===== config.mk =====
export PLATFORM = sky130hd
export DESIGN_NAME = i2c_master_transaction_sequencer_flat
export DESIGN_NICKNAME = d
export VERILOG_FILES = /design/src/sv/i2cms_pkg.sv /design/src/sv/i2cms_in_if.sv /design/src/sv/i2cms_out_if.sv /design/src/sv/i2cms_sendbuf.sv /design/src/sv/i2cms_core.sv /design/src/sv/i2c_master_transaction_sequencer.sv /design/src/flat_wrapper.sv
export SDC_FILE = /design/constraint.sdc
export NUM_CORES = 1
export LEC_CHECK = 0
export ABC_AREA = 0
export BUFFER_PORTS_ARGS = -buffer_cell sky130_fd_sc_hd__buf_4
export CORE_ASPECT_RATIO = 2
export CORE_MARGIN = 2
export CORE_UTILIZATION = 60
export CTS_BUF_LIST = sky130_fd_sc_hd__clkbuf_8
export DETAILED_ROUTE_END_ITERATION = 6
export PLACE_DENSITY_LB_ADDON = 0.25
export SETUP_SLACK_MARGIN = 0.1
export SYNTH_ARGS = -nofsm -noshare
export SYNTH_HDL_FRONTEND = slang
export SYNTH_SLANG_ARGS = --single-unit

===== constraint.sdc =====
create_clock -name clk_i -period 2.9 [get_ports clk_i]
set_input_delay 0.145 -clock clk_i [delete_from_list [all_inputs] [get_ports clk_i]]
set_output_delay 0.145 -clock clk_i [all_outputs]
set_load 0.01 [all_outputs]

===== src/sv/i2cms_pkg.sv =====
// Shared types and codes for the I2C master transaction sequencer.
package i2cms_pkg;

  // Item kinds on the input channel; code 3 is ignored
  typedef enum logic [1:0] {
    ACT_LOAD  = 2'd0,
    ACT_START = 2'd1,
    ACT_EVENT = 2'd2
  } action_e;

  // Bus commands issued per item
  typedef enum logic [2:0] {
    CMD_NONE      = 3'd0,
    CMD_ADDR      = 3'd1,
    CMD_DATA      = 3'd2,
    CMD_STOP      = 3'd3,
    CMD_RECV_ACK  = 3'd4,
    CMD_NACK_STOP = 3'd5,
    CMD_CLEAR     = 3'd6
  } bus_cmd_e;

  // Result flag bits
  localparam logic [7:0] F_OK       = 8'h01;
  localparam logic [7:0] F_FAIL     = 8'h02;
  localparam logic [7:0] F_OVERFLOW = 8'h04;
  localparam logic [7:0] F_ARB      = 8'h08;
  localparam logic [7:0] F_BUSERR   = 8'h10;
  localparam logic [7:0] F_NACK     = 8'h20;
  localparam logic [7:0] F_BUSY     = 8'h40;
  localparam logic [7:0] F_NOACT    = 8'h80;

  // Read bit appended to the shifted address
  localparam logic [7:0] RW_READ = 8'h01;

  typedef struct packed {
    logic [1:0] action;
    logic [6:0] slave_address;
    logic [7:0] write_count;
    logic [7:0] read_count;
    logic [2:0] load_index;
    logic [7:0] load_byte;
    logic       arbitration_lost;
    logic       bus_fault;
    logic       write_irq;
    logic       read_irq;
    logic       nack_seen;
    logic [7:0] received_byte;
  } in_item_t;

  typedef struct packed {
    bus_cmd_e   bus_command;
    logic [7:0] command_value;
    logic       finished;
    logic [7:0] status_flags;
    logic       read_valid;
    logic [7:0] read_value;
    logic [2:0] read_position;
  } out_item_t;

endpackage


===== src/sv/i2cms_in_if.sv =====
// Input channel: load, start and bus event items.
interface i2cms_in_if;
  logic       valid;
  logic       ready;
  logic [1:0] action;
  logic [6:0] slave_address;
  logic [7:0] write_count;
  logic [7:0] read_count;
  logic [2:0] load_index;
  logic [7:0] load_byte;
  logic       arbitration_lost;
  logic       bus_fault;
  logic       write_irq;
  logic       read_irq;
  logic       nack_seen;
  logic [7:0] received_byte;

  modport source (
    output valid, action, slave_address, write_count, read_count, load_index,
           load_byte, arbitration_lost, bus_fault, write_irq, read_irq,
           nack_seen, received_byte,
    input  ready
  );

  modport sink (
    input  valid, action, slave_address, write_count, read_count, load_index,
           load_byte, arbitration_lost, bus_fault, write_irq, read_irq,
           nack_seen, received_byte,
    output ready
  );
endinterface


===== src/sv/i2cms_out_if.sv =====
// Output channel: bus command and result items.
interface i2cms_out_if;
  logic       valid;
  logic       ready;
  logic [2:0] bus_command;
  logic [7:0] command_value;
  logic       finished;
  logic [7:0] status_flags;
  logic       read_valid;
  logic [7:0] read_value;
  logic [2:0] read_position;

  modport source (
    output valid, bus_command, command_value, finished, status_flags,
           read_valid, read_value, read_position,
    input  ready
  );

  modport sink (
    input  valid, bus_command, command_value, finished, status_flags,
           read_valid, read_value, read_position,
    output ready
  );
endinterface


===== src/sv/i2cms_sendbuf.sv =====
// Send byte buffer: one write port, one registered read port with write bypass.
module i2cms_sendbuf #(
  parameter int DEPTH = 8,
  parameter int AW    = 3
) (
  input  logic          clk_i,
  input  logic          we_i,
  input  logic [AW-1:0] waddr_i,
  input  logic [7:0]    wdata_i,
  input  logic [AW-1:0] raddr_i,
  output logic [7:0]    rdata_o
);

  logic [7:0] mem [DEPTH];
  logic [7:0] rdata_q;

  always_ff @(posedge clk_i) begin
    if (we_i) begin
      mem[waddr_i] <= wdata_i;
    end
  end

  // new data wins when the same entry is written and read
  always_ff @(posedge clk_i) begin
    if (we_i && (waddr_i == raddr_i)) begin
      rdata_q <= wdata_i;
    end else begin
      rdata_q <= mem[raddr_i];
    end
  end

  assign rdata_o = rdata_q;

endmodule


===== src/sv/i2cms_core.sv =====
// Transaction state and per-item command decode.
module i2cms_core import i2cms_pkg::*; #(
  parameter int WRITE_DEPTH = 8,
  parameter int READ_DEPTH  = 8
) (
  input  logic      clk_i,
  input  logic      rst_ni,
  input  logic      adv_i,
  input  in_item_t  item_i,
  output out_item_t res_o
);

  localparam int SCW = $clog2(WRITE_DEPTH + 1);
  localparam int RCW = $clog2(READ_DEPTH + 1);
  localparam int AW  = (WRITE_DEPTH > 1) ? $clog2(WRITE_DEPTH) : 1;

  logic           open_q,  open_d;
  logic [7:0]     addr_q,  addr_d;
  logic [SCW-1:0] stot_q,  stot_d;
  logic [RCW-1:0] rtot_q,  rtot_d;
  logic [SCW-1:0] sent_q,  sent_d;
  logic [RCW-1:0] rcvd_q,  rcvd_d;
  logic [7:0]     acc_q,   acc_d;

  logic           buf_we;
  logic [AW+2:0]  li_ext;
  logic [AW-1:0]  buf_waddr;
  logic [SCW-1:0] sent_nxt;
  logic [7:0]     buf_rdata;
  logic [RCW+2:0] rcvd_ext;
  logic           wc_over, rc_over, idx_ok;

  assign li_ext    = {{AW{1'b0}}, item_i.load_index};
  assign buf_waddr = li_ext[AW-1:0];
  assign rcvd_ext  = {3'b000, rcvd_q};
  assign wc_over   = item_i.write_count > 8'(WRITE_DEPTH);
  assign rc_over   = item_i.read_count > 8'(READ_DEPTH);
  assign idx_ok    = {5'b00000, item_i.load_index} < 8'(WRITE_DEPTH);

  // read port tracks the count the next item will see
  assign sent_nxt = adv_i ? sent_d : sent_q;

  i2cms_sendbuf #(
    .DEPTH (WRITE_DEPTH),
    .AW    (AW)
  ) u_sendbuf (
    .clk_i   (clk_i),
    .we_i    (buf_we & adv_i),
    .waddr_i (buf_waddr),
    .wdata_i (item_i.load_byte),
    .raddr_i (sent_nxt[AW-1:0]),
    .rdata_o (buf_rdata)
  );

  always_comb begin
    open_d = open_q;
    addr_d = addr_q;
    stot_d = stot_q;
    rtot_d = rtot_q;
    sent_d = sent_q;
    rcvd_d = rcvd_q;
    acc_d  = acc_q;
    buf_we = 1'b0;
    res_o  = '0;

    unique case (item_i.action)
      ACT_LOAD: begin
        buf_we = !open_q && idx_ok;
        res_o.status_flags = acc_q;
      end
      ACT_START: begin
        priority if (wc_over || rc_over) begin
          res_o.finished     = 1'b1;
          res_o.status_flags = F_OVERFLOW;
        end else if (open_q) begin
          res_o.finished     = 1'b1;
          res_o.status_flags = F_BUSY;
        end else if (item_i.write_count == 8'd0 && item_i.read_count == 8'd0) begin
          res_o.finished     = 1'b1;
          res_o.status_flags = F_NOACT;
        end else begin
          open_d = 1'b1;
          addr_d = {item_i.slave_address, 1'b0};
          stot_d = SCW'(item_i.write_count);
          rtot_d = RCW'(item_i.read_count);
          sent_d = '0;
          rcvd_d = '0;
          acc_d  = '0;
          res_o.bus_command   = CMD_ADDR;
          res_o.command_value = (item_i.write_count != 8'd0) ?
                                {item_i.slave_address, 1'b0} :
                                ({item_i.slave_address, 1'b0} | RW_READ);
        end
      end
      ACT_EVENT: begin
        if (open_q) begin
          priority if (item_i.arbitration_lost) begin
            res_o.bus_command = CMD_CLEAR;
            acc_d  = acc_q | F_ARB;
            open_d = 1'b0;
            res_o.finished = 1'b1;
          end else if (item_i.bus_fault) begin
            res_o.bus_command = CMD_CLEAR;
            acc_d  = acc_q | F_BUSERR;
            open_d = 1'b0;
            res_o.finished = 1'b1;
          end else if (item_i.write_irq) begin
            priority if (item_i.nack_seen) begin
              res_o.bus_command = CMD_STOP;
              acc_d  = acc_q | F_NACK;
              open_d = 1'b0;
              res_o.finished = 1'b1;
            end else if (sent_q < stot_q) begin
              res_o.bus_command   = CMD_DATA;
              res_o.command_value = buf_rdata;
              sent_d = sent_q + SCW'(1);
            end else if (rcvd_q < rtot_q) begin
              // repeated start for the read phase
              res_o.bus_command   = CMD_ADDR;
              res_o.command_value = addr_q | RW_READ;
            end else begin
              res_o.bus_command = CMD_STOP;
              acc_d  = acc_q | F_OK;
              open_d = 1'b0;
              res_o.finished = 1'b1;
            end
          end else if (item_i.read_irq) begin
            if (rcvd_q < RCW'(READ_DEPTH)) begin
              res_o.read_valid    = 1'b1;
              res_o.read_value    = item_i.received_byte;
              res_o.read_position = rcvd_ext[2:0];
              rcvd_d = rcvd_q + RCW'(1);
            end else begin
              acc_d = acc_q | F_OVERFLOW;
            end
            if (rcvd_d < rtot_q) begin
              res_o.bus_command = CMD_RECV_ACK;
            end else begin
              res_o.bus_command = CMD_NACK_STOP;
              acc_d  = acc_d | F_OK;
              open_d = 1'b0;
              res_o.finished = 1'b1;
            end
          end else begin
            acc_d  = acc_q | F_FAIL;
            open_d = 1'b0;
            res_o.finished = 1'b1;
          end
          res_o.status_flags = acc_d;
        end
      end
      default: begin
        res_o.status_flags = acc_q;
      end
    endcase
  end

  always_ff @(posedge clk_i or negedge rst_ni) begin
    if (!rst_ni) begin
      open_q <= 1'b0;
      addr_q <= '0;
      stot_q <= '0;
      rtot_q <= '0;
      sent_q <= '0;
      rcvd_q <= '0;
      acc_q  <= '0;
    end else if (adv_i) begin
      open_q <= open_d;
      addr_q <= addr_d;
      stot_q <= stot_d;
      rtot_q <= rtot_d;
      sent_q <= sent_d;
      rcvd_q <= rcvd_d;
      acc_q  <= acc_d;
    end
  end

endmodule


===== src/sv/i2c_master_transaction_sequencer.sv =====
// Top level of the I2C master write-then-read transaction sequencer.
//
//   channel  dir  handshake       carries
//   in_i     in   valid/ready     load byte, start request or bus event
//   out_o    out  valid/ready     bus command, flags, received byte
//
// One item per clock sustained while out_o is ready. An accepted item goes
// into the input register, is decoded against the transaction state in a
// single pass and lands in the result register, which drives out_o.valid.
// The send buffer read port is registered; it is aimed at the next item's
// send position so the data byte is ready when the write event arrives.
// A stalled result holds; the input register keeps filling until it too is
// full, then in_i.ready drops. Reset closes any transaction, clears flags.
module i2c_master_transaction_sequencer import i2cms_pkg::*; #(
  parameter int WRITE_DEPTH = 8,
  parameter int READ_DEPTH  = 8
) (
  input  logic          clk_i,
  input  logic          rst_ni,
  i2cms_in_if.sink      in_i,
  i2cms_out_if.source   out_o
);

  in_item_t  s1_q;
  logic      s1_valid_q, s1_valid_d;
  out_item_t res;
  out_item_t out_q;
  logic      out_valid_q, out_valid_d;
  logic      in_acc, adv;

  // decode stage moves whenever the result register is free or draining
  assign adv    = s1_valid_q && (!out_valid_q || out_o.ready);
  assign in_acc = in_i.valid && in_i.ready;

  assign in_i.ready = !s1_valid_q || adv;

  assign s1_valid_d  = in_acc || (s1_valid_q && !adv);
  assign out_valid_d = adv || (out_valid_q && !out_o.ready);

  // input register
  always_ff @(posedge clk_i or negedge rst_ni) begin
    if (!rst_ni) begin
      s1_valid_q <= 1'b0;
    end else begin
      s1_valid_q <= s1_valid_d;
    end
  end

  always_ff @(posedge clk_i) begin
    if (in_acc) begin
      s1_q.action           <= in_i.action;
      s1_q.slave_address    <= in_i.slave_address;
      s1_q.write_count      <= in_i.write_count;
      s1_q.read_count       <= in_i.read_count;
      s1_q.load_index       <= in_i.load_index;
      s1_q.load_byte        <= in_i.load_byte;
      s1_q.arbitration_lost <= in_i.arbitration_lost;
      s1_q.bus_fault        <= in_i.bus_fault;
      s1_q.write_irq        <= in_i.write_irq;
      s1_q.read_irq         <= in_i.read_irq;
      s1_q.nack_seen        <= in_i.nack_seen;
      s1_q.received_byte    <= in_i.received_byte;
    end
  end

  // state and command decode
  i2cms_core #(
    .WRITE_DEPTH (WRITE_DEPTH),
    .READ_DEPTH  (READ_DEPTH)
  ) u_core (
    .clk_i  (clk_i),
    .rst_ni (rst_ni),
    .adv_i  (adv),
    .item_i (s1_q),
    .res_o  (res)
  );

  // result register
  always_ff @(posedge clk_i or negedge rst_ni) begin
    if (!rst_ni) begin
      out_valid_q <= 1'b0;
    end else begin
      out_valid_q <= out_valid_d;
    end
  end

  always_ff @(posedge clk_i) begin
    if (adv) begin
      out_q <= res;
    end
  end

  assign out_o.valid         = out_valid_q;
  assign out_o.bus_command   = out_q.bus_command;
  assign out_o.command_value = out_q.command_value;
  assign out_o.finished      = out_q.finished;
  assign out_o.status_flags  = out_q.status_flags;
  assign out_o.read_valid    = out_q.read_valid;
  assign out_o.read_value    = out_q.read_value;
  assign out_o.read_position = out_q.read_position;

`ifndef SYNTH
  // a received byte only comes with a receive command
  a_read_cmd: assert property (@(posedge clk_i) disable iff (!rst_ni)
    out_valid_q && out_q.read_valid |->
      out_q.bus_command == CMD_RECV_ACK || out_q.bus_command == CMD_NACK_STOP)
    else $error("received byte without receive command");

  // clear error always ends the transaction
  a_clear_ends: assert property (@(posedge clk_i) disable iff (!rst_ni)
    out_valid_q && out_q.bus_command == CMD_CLEAR |-> out_q.finished)
    else $error("clear error without finish");

  // command value is only used by address and data commands
  a_value_zero: assert property (@(posedge clk_i) disable iff (!rst_ni)
    out_valid_q && out_q.command_value != 8'd0 |->
      out_q.bus_command == CMD_ADDR || out_q.bus_command == CMD_DATA)
    else $error("stray command value");

  // a stalled result is not overwritten by the decode stage
  a_no_overrun: assert property (@(posedge clk_i) disable iff (!rst_ni)
    out_valid_q && !out_o.ready |-> !adv)
    else $error("result register overrun");
`endif

endmodule


===== src/flat_wrapper.sv =====
// flat-port wrapper written by rule: the top's interface ports become plain ports
module i2c_master_transaction_sequencer_flat import i2cms_pkg::*;
#(
  parameter int WRITE_DEPTH = 8,
  parameter int READ_DEPTH  = 8
)
  (clk_i, rst_ni, in_i_valid, in_i_action, in_i_slave_address, in_i_write_count, in_i_read_count, in_i_load_index, in_i_load_byte, in_i_arbitration_lost, in_i_bus_fault, in_i_write_irq, in_i_read_irq, in_i_nack_seen, in_i_received_byte, in_i_ready, out_o_valid, out_o_bus_command, out_o_command_value, out_o_finished, out_o_status_flags, out_o_read_valid, out_o_read_value, out_o_read_position, out_o_ready);
  i2cms_in_if in_i_i ();
  i2cms_out_if out_o_i ();
  input  logic clk_i;
  input  logic rst_ni;
  input wire logic [$bits(in_i_i.valid)-1:0] in_i_valid;
  input wire logic [$bits(in_i_i.action)-1:0] in_i_action;
  input wire logic [$bits(in_i_i.slave_address)-1:0] in_i_slave_address;
  input wire logic [$bits(in_i_i.write_count)-1:0] in_i_write_count;
  input wire logic [$bits(in_i_i.read_count)-1:0] in_i_read_count;
  input wire logic [$bits(in_i_i.load_index)-1:0] in_i_load_index;
  input wire logic [$bits(in_i_i.load_byte)-1:0] in_i_load_byte;
  input wire logic [$bits(in_i_i.arbitration_lost)-1:0] in_i_arbitration_lost;
  input wire logic [$bits(in_i_i.bus_fault)-1:0] in_i_bus_fault;
  input wire logic [$bits(in_i_i.write_irq)-1:0] in_i_write_irq;
  input wire logic [$bits(in_i_i.read_irq)-1:0] in_i_read_irq;
  input wire logic [$bits(in_i_i.nack_seen)-1:0] in_i_nack_seen;
  input wire logic [$bits(in_i_i.received_byte)-1:0] in_i_received_byte;
  output wire logic [$bits(in_i_i.ready)-1:0] in_i_ready;
  output wire logic [$bits(out_o_i.valid)-1:0] out_o_valid;
  output wire logic [$bits(out_o_i.bus_command)-1:0] out_o_bus_command;
  output wire logic [$bits(out_o_i.command_value)-1:0] out_o_command_value;
  output wire logic [$bits(out_o_i.finished)-1:0] out_o_finished;
  output wire logic [$bits(out_o_i.status_flags)-1:0] out_o_status_flags;
  output wire logic [$bits(out_o_i.read_valid)-1:0] out_o_read_valid;
  output wire logic [$bits(out_o_i.read_value)-1:0] out_o_read_value;
  output wire logic [$bits(out_o_i.read_position)-1:0] out_o_read_position;
  input wire logic [$bits(out_o_i.ready)-1:0] out_o_ready;
  assign in_i_i.valid = in_i_valid;
  assign in_i_i.action = in_i_action;
  assign in_i_i.slave_address = in_i_slave_address;
  assign in_i_i.write_count = in_i_write_count;
  assign in_i_i.read_count = in_i_read_count;
  assign in_i_i.load_index = in_i_load_index;
  assign in_i_i.load_byte = in_i_load_byte;
  assign in_i_i.arbitration_lost = in_i_arbitration_lost;
  assign in_i_i.bus_fault = in_i_bus_fault;
  assign in_i_i.write_irq = in_i_write_irq;
  assign in_i_i.read_irq = in_i_read_irq;
  assign in_i_i.nack_seen = in_i_nack_seen;
  assign in_i_i.received_byte = in_i_received_byte;
  assign in_i_ready = in_i_i.ready;
  assign out_o_valid = out_o_i.valid;
  assign out_o_bus_command = out_o_i.bus_command;
  assign out_o_command_value = out_o_i.command_value;
  assign out_o_finished = out_o_i.finished;
  assign out_o_status_flags = out_o_i.status_flags;
  assign out_o_read_valid = out_o_i.read_valid;
  assign out_o_read_value = out_o_i.read_value;
  assign out_o_read_position = out_o_i.read_position;
  assign out_o_i.ready = out_o_ready;
  i2c_master_transaction_sequencer #(.WRITE_DEPTH(WRITE_DEPTH), .READ_DEPTH(READ_DEPTH)) u_core (.clk_i(clk_i), .rst_ni(rst_ni), .in_i(in_i_i), .out_o(out_o_i));
endmodule

==> results of run 1 <==
[worst min-delay path by stage]
stage	from	to	slack (ns)
final	rst_ni	u_core.u_core.stot_q[2]$_DFFE_PN0P_	0.17
after detailed placement	rst_ni	u_core.u_core.rtot_q[0]$_DFFE_PN0P_	0.12
after global placement	rst_ni	u_core.u_core.rtot_q[0]$_DFFE_PN0P_	0.12
after floorplan	rst_ni	u_core.out_o.valid$_DFF_PN0_	-0.15
after global routing	rst_ni	u_core.u_core.stot_q[2]$_DFFE_PN0P_	0.21
after CTS	rst_ni	u_core.u_core.rcvd_q[1]$_DFFE_PN0P_	0.17
[what timing repair did]
item | 4_1_cts | 5_1_grt
endpoints found under the hold margin | 83 | 0
gates resized for setup | 0 | 0
endpoints found under the setup margin | 0 | 0
hold buffers | 53 | 0
[logic make-up (layout without fill, tap and decap cells)]
| family | count (synthesis) | in the layout |
|---|---|---|
| buf+inv | 27 | 200 |
| simple gates | 119 | 119 |
| compound gates | 69 | 69 |
| fa+ha+maj | 14 | 14 |
| xor+xnor | 2 | 2 |
| flops | 180 | 180 |
| mux | 37 | 37 |
[cell type report]
| class | count | share of cell area [%] |
|---|---|---|
| tap | 147 | 2.02 |
| inverter | 12 | 0.495 |
| multi-input combinational | 241 | 21.4 |
| timing repair buffer | 158 | 14.5 |
| sequential | 180 | 57.3 |
| clock inverter | 13 | 1.77 |
| clock buffer | 17 | 2.57 |
[placed cells by master (no fill, tap or decap), types with 3 or more instances in the layout]
| cell | netlist | layout |
|---|---|---|
| and2_1 | 14 | 13 |
| mux4_2 | 16 | 16 |
| clkbuf_8 | 0 | 17 |
| o31ai_1 | 4 | 4 |
| nor3_1 | 7 | 7 |
| o2bb2ai_1 | 9 | 9 |
| mux2_2 | 5 | 5 |
| bufinv_16 | 0 | 3 |
| o21ai_0 | 10 | 10 |
| nor2_1 | 28 | 28 |
| mux2_1 | 8 | 8 |
| mux2i_1 | 8 | 8 |
| nand3_1 | 11 | 11 |
| dfxtp_1 | 3 | 3 |
| nand2_1 | 21 | 21 |
| a31oi_1 | 6 | 6 |
| nor4_1 | 3 | 3 |
| edfxtp_1 | 145 | 145 |
| a22o_1 | 9 | 9 |
| nand2b_1 | 15 | 15 |
| a21oi_1 | 13 | 13 |
| dlygate4sd3_1 | 0 | 53 |
| clkinv_4 | 0 | 4 |
| inv_1 | 12 | 13 |
| ha_1 | 14 | 14 |
| dfrtp_1 | 32 | 32 |
| nand4_1 | 4 | 4 |
| buf_4 | 1 | 105 |
[stage by stage]
stage                     hold slack (ns)  setup WS, ns  util (%)  total power, mW
final                               0.167         0.488      76.0             5.26
after global routing                0.213         0.301      76.0             5.46
after CTS                           0.170         0.484      76.0             5.28
after detailed placement            0.117         0.494      68.3             3.56
after global placement              0.121         0.579      68.3             3.53
after floorplan                    -0.151         0.190         -             3.34
[layer usage]
metal  vias to the layer above  wire, um  track usage [%]
li1                       2049         -                -
met1                      2207      5730             31.5
met2                       194      7570             38.9
met3                        33       826             4.63
met4                         0       352             9.85
met5                         -         0                0
[sequential cells by signal, indices dropped and copies added (netlist names), 3 cells and up, named ones only]
name,flops
u_core.out_o.status_flags,8
u_core.u_core.stot_q,4
u_core.u_core.u_sendbuf.mem,64
u_core.u_core.acc_q,6
u_core.u_core.rcvd_q,4
u_core.u_core.sent_q,4
u_core.u_core.rtot_q,4
u_core.u_core.addr_q,7
u_core.out_o.bus_command,3
u_core.out_o.read_position,3
u_core.out_o.command_value,8
u_core.out_o.read_value,8
u_core.s1_q,49
[power groups by stage]
| stage | logic, mW | clock network [mW] | registers, mW |
|---|---|---|---|
| after floorplan | 0.269 | 0 | 3.07 |
| after global placement | 0.455 | 0 | 3.08 |
| after detailed placement | 0.474 | 0 | 3.09 |
| after CTS | 0.534 | 1.72 | 3.03 |
| after global routing | 0.589 | 1.82 | 3.05 |
| final | 0.534 | 1.70 | 3.03 |
[worst max-delay path: cells and delay by family, from the launching register on]
family          cells  cell delay, ns
fa+ha+maj           2            0.58
flops               1            0.46
compound gates      5            0.85
mux                 1            0.28
==> metrics, run 1 <==
Comb power frac 10.1%; Crit path required time 3.09 ns; first-pass GRT wire length 23,200 um; DRT iter0 DRCs 305; HP Class in2async; CP Max Fanout 8; fmax 415 MHz; Final Cell Area 9110 um2; CTS tree built; period utilisation layout 83.2%; Seq/Total Area, Yosys 71.5%; post-synthesis compound-gate area fraction 7.04%; Routed WL per cell 18.9 um; number of buffer cells added on primary ports 86; setup TNS 0 ns; status finished, final reports clean; Synth Area per Inst 16.3 um2; Post-synth EDFFs 145; dominant synthesized flop cell edfxtp_1; critical path class reg2reg; Die Span Y 160 um; Leak 3.47 nW; # IOs 87; area share of and/or/nand/nor cells after synthesis 8.98%; largest net degree at the start of global routing 34; count leader, synth edfxtp_1; Final setup viols 0; Worst R2R End u_core.out_o.status_flags[0]$_DFFE_PP_; Vias/cell 5.84; Synthesized Nets 515; cell accounting for the most synthesized area edfxtp_1; Syn-to-layout area delta 24.9%; Post-route DRC 0; Post-DP Area 8180 um2; Non-Filler Instances 768; area of the multi-input gates 1950 um2; Fillers 711; die extent in x 81.9 um; Sink Count 180; #FFs+latches synth 180; WL final 14,500 um; max-cap check violation count 0; critical path launch point u_core.u_core.rcvd_q[0]$_DFFE_PN0P_; largest family of logic cells by synthesized area simple AND/OR/NAND/NOR gates; Synth area leaders edfxtp_1, dfrtp_1, mux4_2; commonest cells in the netlist edfxtp_1, dfrtp_1, nor2_1, nand2_1, mux4_2; total CTS buffers 17; dpl cells 685; XOR/XNOR share of the synthesized area 0.240%; Synth Area in Adders 2.40%; multiplexer share of the synthesized area 8.05%; Flop pwr share 57.6%; worst r2r src u_core.u_core.rcvd_q[0]$_DFFE_PN0P_; Die ar. 13,100 um2; Skew-Pair Late Insertion Delay 0.44 ns; total core area 12,000 um2; Hold Violations, Final 0; slowest stage delay, CP 0.46 ns; clock share of power 32.3%; final-stage net count 677; min cycle time layout 2.41 ns; slew margin rel. 36.7%; n_diodes 0; Synth cell types 58; drt pass-1 iters 7; Pins Over Slew Limit 0; gr usage total 24.0%; antenna violations before repair 0; Clock Skews 0.0134 ns; synth warn 0; r2r setup slk 0.49 ns; register area 5220 um2; FF-to-FF path depth 8; P_sw 1.23 mW; fraction of registers with async set/reset 17.8%; post-CTS setup buffers 0; switch share 23.3%; slowest CP cell dfrtp_1; Root Buffer clkbuf_8; GP Congestion 0.872; via count 4,483; Crit. End Element flip-flop; top-area cell type share of the netlist area 59.7%; Setup crit end u_core.out_o.status_flags[0]$_DFFE_PP_; critical path, cell by cell ha_1, mux2_2, ha_1, a21boi_0, o21ai_0, a21oi_1, a221oi_1, a21oi_1; Least-Margin Pin Slew 0.943 ns; Starting Density 60.9%; H-Tree Depth 4; CP Launch Type flip-flop; peak supply drop 415 uV; RSZ-0062 raised after global routing no; Synth Cell Area 7290 um2; num rows 57; remaining antenna violation count 0; PwrDens 578 nW/um2; clk slew on worst S/H paths 0.09 ns; clk buf depth 2; share of layout cells above drive strength 1 26.9%; gr ovfl total 0; DP HPWL 9390 um; P_int 4.04 mW; vias in the first global route 4,695; Critical Path AT 2.60 ns; cell count after synthesis 448
No activity file was read; power rests on OpenSTA's default activity.
==> run 2, diff against run 1 <==
--- a/config.mk
+++ b/config.mk
@@ -9,7 +9,7 @@
 export BUFFER_PORTS_ARGS = -buffer_cell sky130_fd_sc_hd__buf_4
 export CORE_ASPECT_RATIO = 2
 export CORE_MARGIN = 2
-export CORE_UTILIZATION = 60
+export CORE_UTILIZATION = 54
 export CTS_BUF_LIST = sky130_fd_sc_hd__clkbuf_8
 export DETAILED_ROUTE_END_ITERATION = 6
 export PLACE_DENSITY_LB_ADDON = 0.25
==> constraint.sdc (replaced) <==
create_clock -name clk_i -period 2.2 [get_ports clk_i]
set_input_delay 0.11 -clock clk_i [delete_from_list [all_inputs] [get_ports clk_i]]
set_output_delay 0.11 -clock clk_i [all_outputs]
set_load 0.01 [all_outputs]
==> run 2 against run 1 <==
  * Highest routed layer unchanged
  * Largest cell class unchanged
  * Clock power rose by 35%
  * Largest power group unchanged
  * Die area rose by 11%
  * Clock skew fell by 0.00063 ns
==> metrics, run 2 (synthesis gave the netlist of run 1 again) <==
gr usage total 20.9% (-3.1 points); slew margin rel. 63.1% (+26 points); Levels on crit path 8 (unchanged); share of layout cells above drive strength 1 31.4% (+4.5 points); commonest non-fill, non-tap cells in the layout edfxtp_1, buf_4, dlygate4sd3_1; WL final 14,500 um (+0.39%); fmax 471 MHz (+14%); drt pass-1 iters 5 (-2); RSZ-0062 raised after global routing yes; most common cell after layout, fill and taps aside edfxtp_1; clk slew on worst S/H paths 0.09 ns (about the same); total core area 13,300 um2 (+11%); CP Max Fanout 3 (-5); final-stage net count 697 (+3.0%); CTS tree built; Pins Over Slew Limit 0 (unchanged); critical path class reg2reg; Sink Count 180 (unchanged); Setup crit end u_core.out_o.status_flags[0]$_DFFE_PP_; number of buffer cells added on primary ports 86 (unchanged); Clock Skews 0.0127 ns (-0.000629 ns); total power 7.11 mW (+35%); PwrDens 753 nW/um2 (+30%); peak supply drop 600 uV (+44%); Root Buffer clkbuf_8; total CTS buffers 17 (unchanged); Syn-to-layout area delta 29.4%; Leak 3.60 nW (+4.0%); largest net degree at the start of global routing 50 (+47%); Critical Path AT 2.32 ns (-0.28 ns); Die Span Y 168 um (+5.3%); P_sw 1.68 mW (+37%); switch share 23.6% (+0.36 points); setup TNS 0 ns (unchanged); Skew-Pair Late Insertion Delay 0.45 ns (about the same); slowest CP cell dfrtp_1; Least-Margin Pin Slew 0.552 ns (-0.391 ns); max-cap check violation count 0 (unchanged); DP HPWL 8960 um (-4.6%); Hold Violations, Final 0 (unchanged); largest registers u_core.u_core.u_sendbuf.mem (64), u_core.s1_q (49); Die ar. 14,500 um2 (+11%); Flop pwr share 55.8% (-1.8 points); vias in the first global route 4,489 (-4.4%); period utilisation layout 96.5% (+13 points); min cycle time layout 2.12 ns (-0.288 ns); delay-heaviest family, CP compound AO/OA/AOI/OAI gates; gr ovfl total 0 (unchanged); clk buf depth 2 (unchanged); via count 4,456 (-0.60%); Crit path required time 2.39 ns (-0.70 ns); n_diodes 0 (unchanged); Bufs and invs on worst path 0 (unchanged); DRT iter0 DRCs 293 (-3.9%); slowest stage delay, CP 0.39 ns (-0.07 ns); post-layout util 71.0% (-5.0 points); Starting Density 54.9% (-6.0 points); # IOs 87 (unchanged); critical path launch point u_core.u_core.rcvd_q[1]$_DFFE_PN0P_; clock share of power 32.3% (about the same); GP Congestion 0.891 (+2.2%); dpl cells 703 (+2.6%); r2r setup slk 0.08 ns (-0.41 ns); Non-Filler Instances 798 (+3.9%); CP Launch Type flip-flop; antenna violations before repair 0 (unchanged); H-Tree Depth 4 (unchanged); HP Class in2async; Crit. End Element flip-flop; Worst R2R End u_core.out_o.status_flags[0]$_DFFE_PP_; worst r2r src u_core.u_core.rcvd_q[1]$_DFFE_PN0P_; die extent in x 86.2 um (+5.1%); status finished, final reports clean; remaining antenna violation count 0 (unchanged); num rows 60 (+5.3%); first-pass GRT wire length 22,800 um (-1.8%); Vias/cell 5.58 (-4.3%); Comb power frac 11.8% (+1.7 points); Final setup viols 0 (unchanged); critical path, cell by cell ha_1, mux2_4, ha_4, a21boi_1, o21ai_1, a21oi_2, a221oi_2, a21oi_1; FF-to-FF path depth 8 (unchanged); P_int 5.43 mW (+34%); number of flip-flops under the largest register name 64 (unchanged); Post-route DRC 0 (unchanged); Largest Register u_core.u_core.u_sendbuf.mem; Routed WL per cell 18.2 um (-3.4%)
## run 2: cell count changes in the layout (fill, tap and decap cells not counted), moves of 3 or more
cell | before | now
buf_6 | 0 | 3
clkinvlp_4 | 2 | 5
buf_12 | 0 | 4
clkinv_4 | 4 | 1
buf_4 | 105 | 117
## run 2: how the worst min path moves through the flow
stage           start                                   to  slack [ns]  cells after the start
2_1_floorplan  rst_ni         u_core.out_o.valid$_DFF_PN0_       -0.19                      0
3_3_place_gp   rst_ni  u_core.u_core.addr_q[7]$_DFFE_PN0P_        0.09                      1
3_5_place_dp   rst_ni  u_core.u_core.addr_q[7]$_DFFE_PN0P_        0.09                      1
4_1_cts        rst_ni  u_core.u_core.addr_q[7]$_DFFE_PN0P_        0.14                      2
5_1_grt        rst_ni  u_core.u_core.addr_q[7]$_DFFE_PN0P_        0.16                      2
6_report       rst_ni  u_core.u_core.addr_q[7]$_DFFE_PN0P_        0.14                      2
## run 2: per-layer routing
layer	vias to the layer above	global-route usage, %	routed length, um
li1	2092	-	-
met1	2208	27.1	6140
met2	141	35.2	7540
met3	15	4.66	694
met4	0	6.07	170
met5	-	0	0
## run 2: worst reg2reg max path, cell delays in order, from the launching register on
cell,delay (ns)
dfrtp_1,0.39
ha_1,0.29
mux2_4,0.29
ha_4,0.21
a21boi_1,0.12
o21ai_1,0.14
a21oi_2,0.10
a221oi_2,0.25
a21oi_1,0.07
## run 2: power groups by stage
stage                     Sequential (mW)  Clock [mW]  Combinational (mW)
final                                3.97        2.30               0.842
after global routing                 3.99        2.47               0.920
after CTS                            3.97        2.35               0.809
after detailed placement             4.04           0               0.729
after global placement               4.03           0               0.710
after floorplan                      4.05           0               0.384
## run 2: timing repair
| action | CTS | global route |
|---|---|---|
| hold buffers | 53 | 0 |
| endpoints found under the setup margin | 4 | 28 |
| pin swaps | 1 | 10 |
| setup buffers | 0 | 9 |
| gates cloned | 0 | 1 |
| resized for setup | 1 | 10 |
| endpoints found under the hold margin | 83 | 0 |
## run 2: area by class of cell
cell class | count | area (um2)
clock buffers | 17 | 234
clock inverters | 15 | 184
fillers | 870 | 3850
inverters | 12 | 48.8
multi-input cells | 241 | 2010
flip-flops and latches | 180 | 5220
well taps | 155 | 194
repair buffers | 178 | 1550
## run 2: metrics by stage
stage,hold slack [ns],instance area (um2),worst slack [ns]
after CTS,0.145,9310,0.0680
after detailed placement,0.0909,8360,0.0793
after floorplan,-0.186,7340,0.0102
after global routing,0.164,9440,-0.00739
final,0.140,9440,0.0760
after global placement,0.0855,8360,0.113
==> run 3, diff against run 2 <==
--- a/config.mk
+++ b/config.mk
@@ -8,7 +8,7 @@
 export ABC_AREA = 0
 export BUFFER_PORTS_ARGS = -buffer_cell sky130_fd_sc_hd__buf_4
 export CORE_ASPECT_RATIO = 2
-export CORE_MARGIN = 2
+export CORE_MARGIN = 4
 export CORE_UTILIZATION = 54
 export CTS_BUF_LIST = sky130_fd_sc_hd__clkbuf_8
 export DETAILED_ROUTE_END_ITERATION = 6
==> run 3 against run 2 <==
  * Core utilization is 2.0 points higher
  * Sequential share of layout area is 0.91 points lower
  * Largest cell class unchanged
  * Clock-buffer cell count stayed put
  * Critical endpoint unchanged
  * Flip-flop and latch count stayed put
  * Register-to-register slack hardly changed
  * Highest routed layer unchanged
==> metrics, run 3 (synthesis gave the netlist of run 1 again) <==
total power 7.15 mW (+0.57%); fmax 468 MHz (-0.61%); P_int 5.21 mW (-4.1%); Final setup viols 0 (unchanged); Routed WL per cell 19.9 um (+9.1%); Hold Violations, Final 0 (unchanged); slew margin rel. 64.6% (+1.4 points); Syn-to-layout area delta 31.6%; Final Cell Area 9600 um2 (+1.7%); WL met2 9500 um (+26%); period utilisation layout 97.1% (+0.59 points); Crit path required time 2.41 ns (+0.02 ns); remaining antenna violation count 0 (unchanged); largest net degree at the start of global routing 36 (-28%); gr ovfl total 0 (unchanged); switch share 27.2% (+3.5 points); antenna violations before repair 0 (unchanged); Die Span Y 172 um (+2.4%); final worst slack 0.0629 ns (-0.0130 ns); highest routed layer met4; P_sw 1.94 mW (+16%); CTS tree built; # IOs 87 (unchanged); Least-Margin Pin Slew 0.528 ns (-0.0242 ns); HP Class in2async; Die ar. 15,500 um2 (+7.1%); Post-route DRC 0 (unchanged); Sink Count 180 (unchanged); Comb power frac 12.3% (+0.5 points); die extent in x 90.2 um (+4.6%); WL final 15,900 um (+9.1%); post-layout util 73.0% (+2.0 points); DRT iter0 DRCs 282 (-3.8%); first-pass GRT wire length 24,400 um (+7.3%); Leak 3.65 nW (+1.2%); clock share of power 32.0% (-0.3 points); total core area 13,100 um2 (-1.1%); GP Congestion 0.913 (+2.5%); most common cell after layout, fill and taps aside edfxtp_1; status finished, final reports clean; DP HPWL 10,800 um (+21%); slowest stage delay, CP 0.40 ns (about the same); worst r2r src u_core.u_core.rcvd_q[1]$_DFFE_PN0P_; min cycle time layout 2.14 ns (+0.0130 ns); via count 4,547 (+2.0%); clk slew on worst S/H paths 0.11 ns (+0.02 ns); critical path, cell by cell ha_1, mux2_4, ha_4, a21boi_2, o21ai_2, a21oi_2, a221oi_2, a21oi_1; largest registers u_core.u_core.u_sendbuf.mem (64), u_core.s1_q (49); Crit. End Element flip-flop; final-stage net count 700 (+0.43%); gr usage total 20.8% (-0.11 points); Post-DP Area 8360 um2 (about the same); RSZ-0062 raised after global routing yes; peak supply drop 651 uV (+8.6%); n_diodes 0 (unchanged); Pins Over Slew Limit 0 (unchanged); drt pass-1 iters 4 (-1); total CTS buffers 17 (unchanged); r2r setup slk 0.06 ns (about the same); slowest CP cell dfrtp_1; vias in the first global route 4,751 (+5.8%); Clock Skews 0.0276 ns (+0.0149 ns); number of flip-flops under the largest register name 64 (unchanged); Root Buffer clkbuf_8; Largest Register u_core.u_core.u_sendbuf.mem; dpl cells 700 (-0.43%); delay-heaviest family, CP compound AO/OA/AOI/OAI gates; Starting Density 55.5% (+0.62 points); share of layout cells above drive strength 1 35.6% (+4.2 points); number of buffer cells added on primary ports 86 (unchanged); met3 WL post-DR 632 um (-8.9%); M1 WL 5200 um (-15%); FF-to-FF path depth 8 (unchanged); max-cap check violation count 0 (unchanged); num rows 59 (-1.7%); Critical Path AT 2.34 ns (+0.02 ns); PwrDens 745 nW/um2 (-1.1%); Bufs and invs on worst path 0 (unchanged); CP Launch Type flip-flop; Flop pwr share 55.6% (-0.2 points); commonest non-fill, non-tap cells in the layout edfxtp_1, buf_4, dlygate4sd3_1; Skew-Pair Late Insertion Delay 0.46 ns (about the same); Worst R2R End u_core.out_o.status_flags[0]$_DFFE_PP_; pre-CTS setup slack 0.0566 ns (-0.0227 ns); critical path class reg2reg; Vias/cell 5.70 (+2.0%); clk buf depth 2 (unchanged); H-Tree Depth 4 (unchanged); Non-Filler Instances 798 (unchanged); CP Max Fanout 3 (unchanged)
[run 3: per-stage QoR]
stage	hold slack (ns)	TNS [ns]
after floorplan	-0.186	0
after global placement	0.0748	0
after detailed placement	0.0848	0
after CTS	0.110	0
after global routing	0.152	-0.00825
final	0.132	0
[run 3: area by class of cell]
cell class	count	area, um2
clock buffers	17	234
inverters	12	48.8
flip-flops and latches	180	5220
repair buffers	181	1590
fillers	813	3540
multi-input cells	241	2120
clock inverters	15	200
well taps	152	190
[run 3: per-layer routing]
metal	vias up	GRT usage, %
met1	2253	20.2
met4	0	8.67
met5	-	0
met3	38	4.75
li1	2101	-
met2	155	41.5
[run 3: repair_timing]
item                                    in CTS  in global routing
resized for setup                            3                 34
endpoints found under the setup margin      14                 30
hold buffers                                53                  0
pin swaps                                    4                 14
gates cloned                                 0                  2
endpoints found under the hold margin       83                  0
setup buffers                                1                 10
[run 3: how the worst max path moves through the flow]
stage,from,cells past startpoint,end
after CTS,u_core.u_core.rcvd_q[1]$_DFFE_PN0P_,8,u_core.out_o.status_flags[0]$_DFFE_PP_
after detailed placement,u_core.u_core.rcvd_q[1]$_DFFE_PN0P_,8,u_core.out_o.status_flags[0]$_DFFE_PP_
after floorplan,u_core.out_o.valid$_DFF_PN0_,6,u_core.u_core.u_sendbuf.mem[4][0]$_DFFE_PP_
final,u_core.u_core.rcvd_q[1]$_DFFE_PN0P_,8,u_core.out_o.status_flags[0]$_DFFE_PP_
after global placement,u_core.u_core.rcvd_q[1]$_DFFE_PN0P_,8,u_core.out_o.status_flags[0]$_DFFE_PP_
after global routing,u_core.s1_q[30]$_DFFE_PP_,7,u_core.u_core.acc_q[0]$_DFFE_PN0P_
[run 3: power groups by stage]
stage / sequential (mW) / combinational [mW] / clock, mW
6_report: 3.98 / 0.883 / 2.29
5_1_grt: 3.99 / 0.965 / 2.50
4_1_cts: 3.97 / 0.805 / 2.34
3_5_place_dp: 4.05 / 0.723 / 0
3_3_place_gp: 4.03 / 0.697 / 0
2_1_floorplan: 4.05 / 0.384 / 0
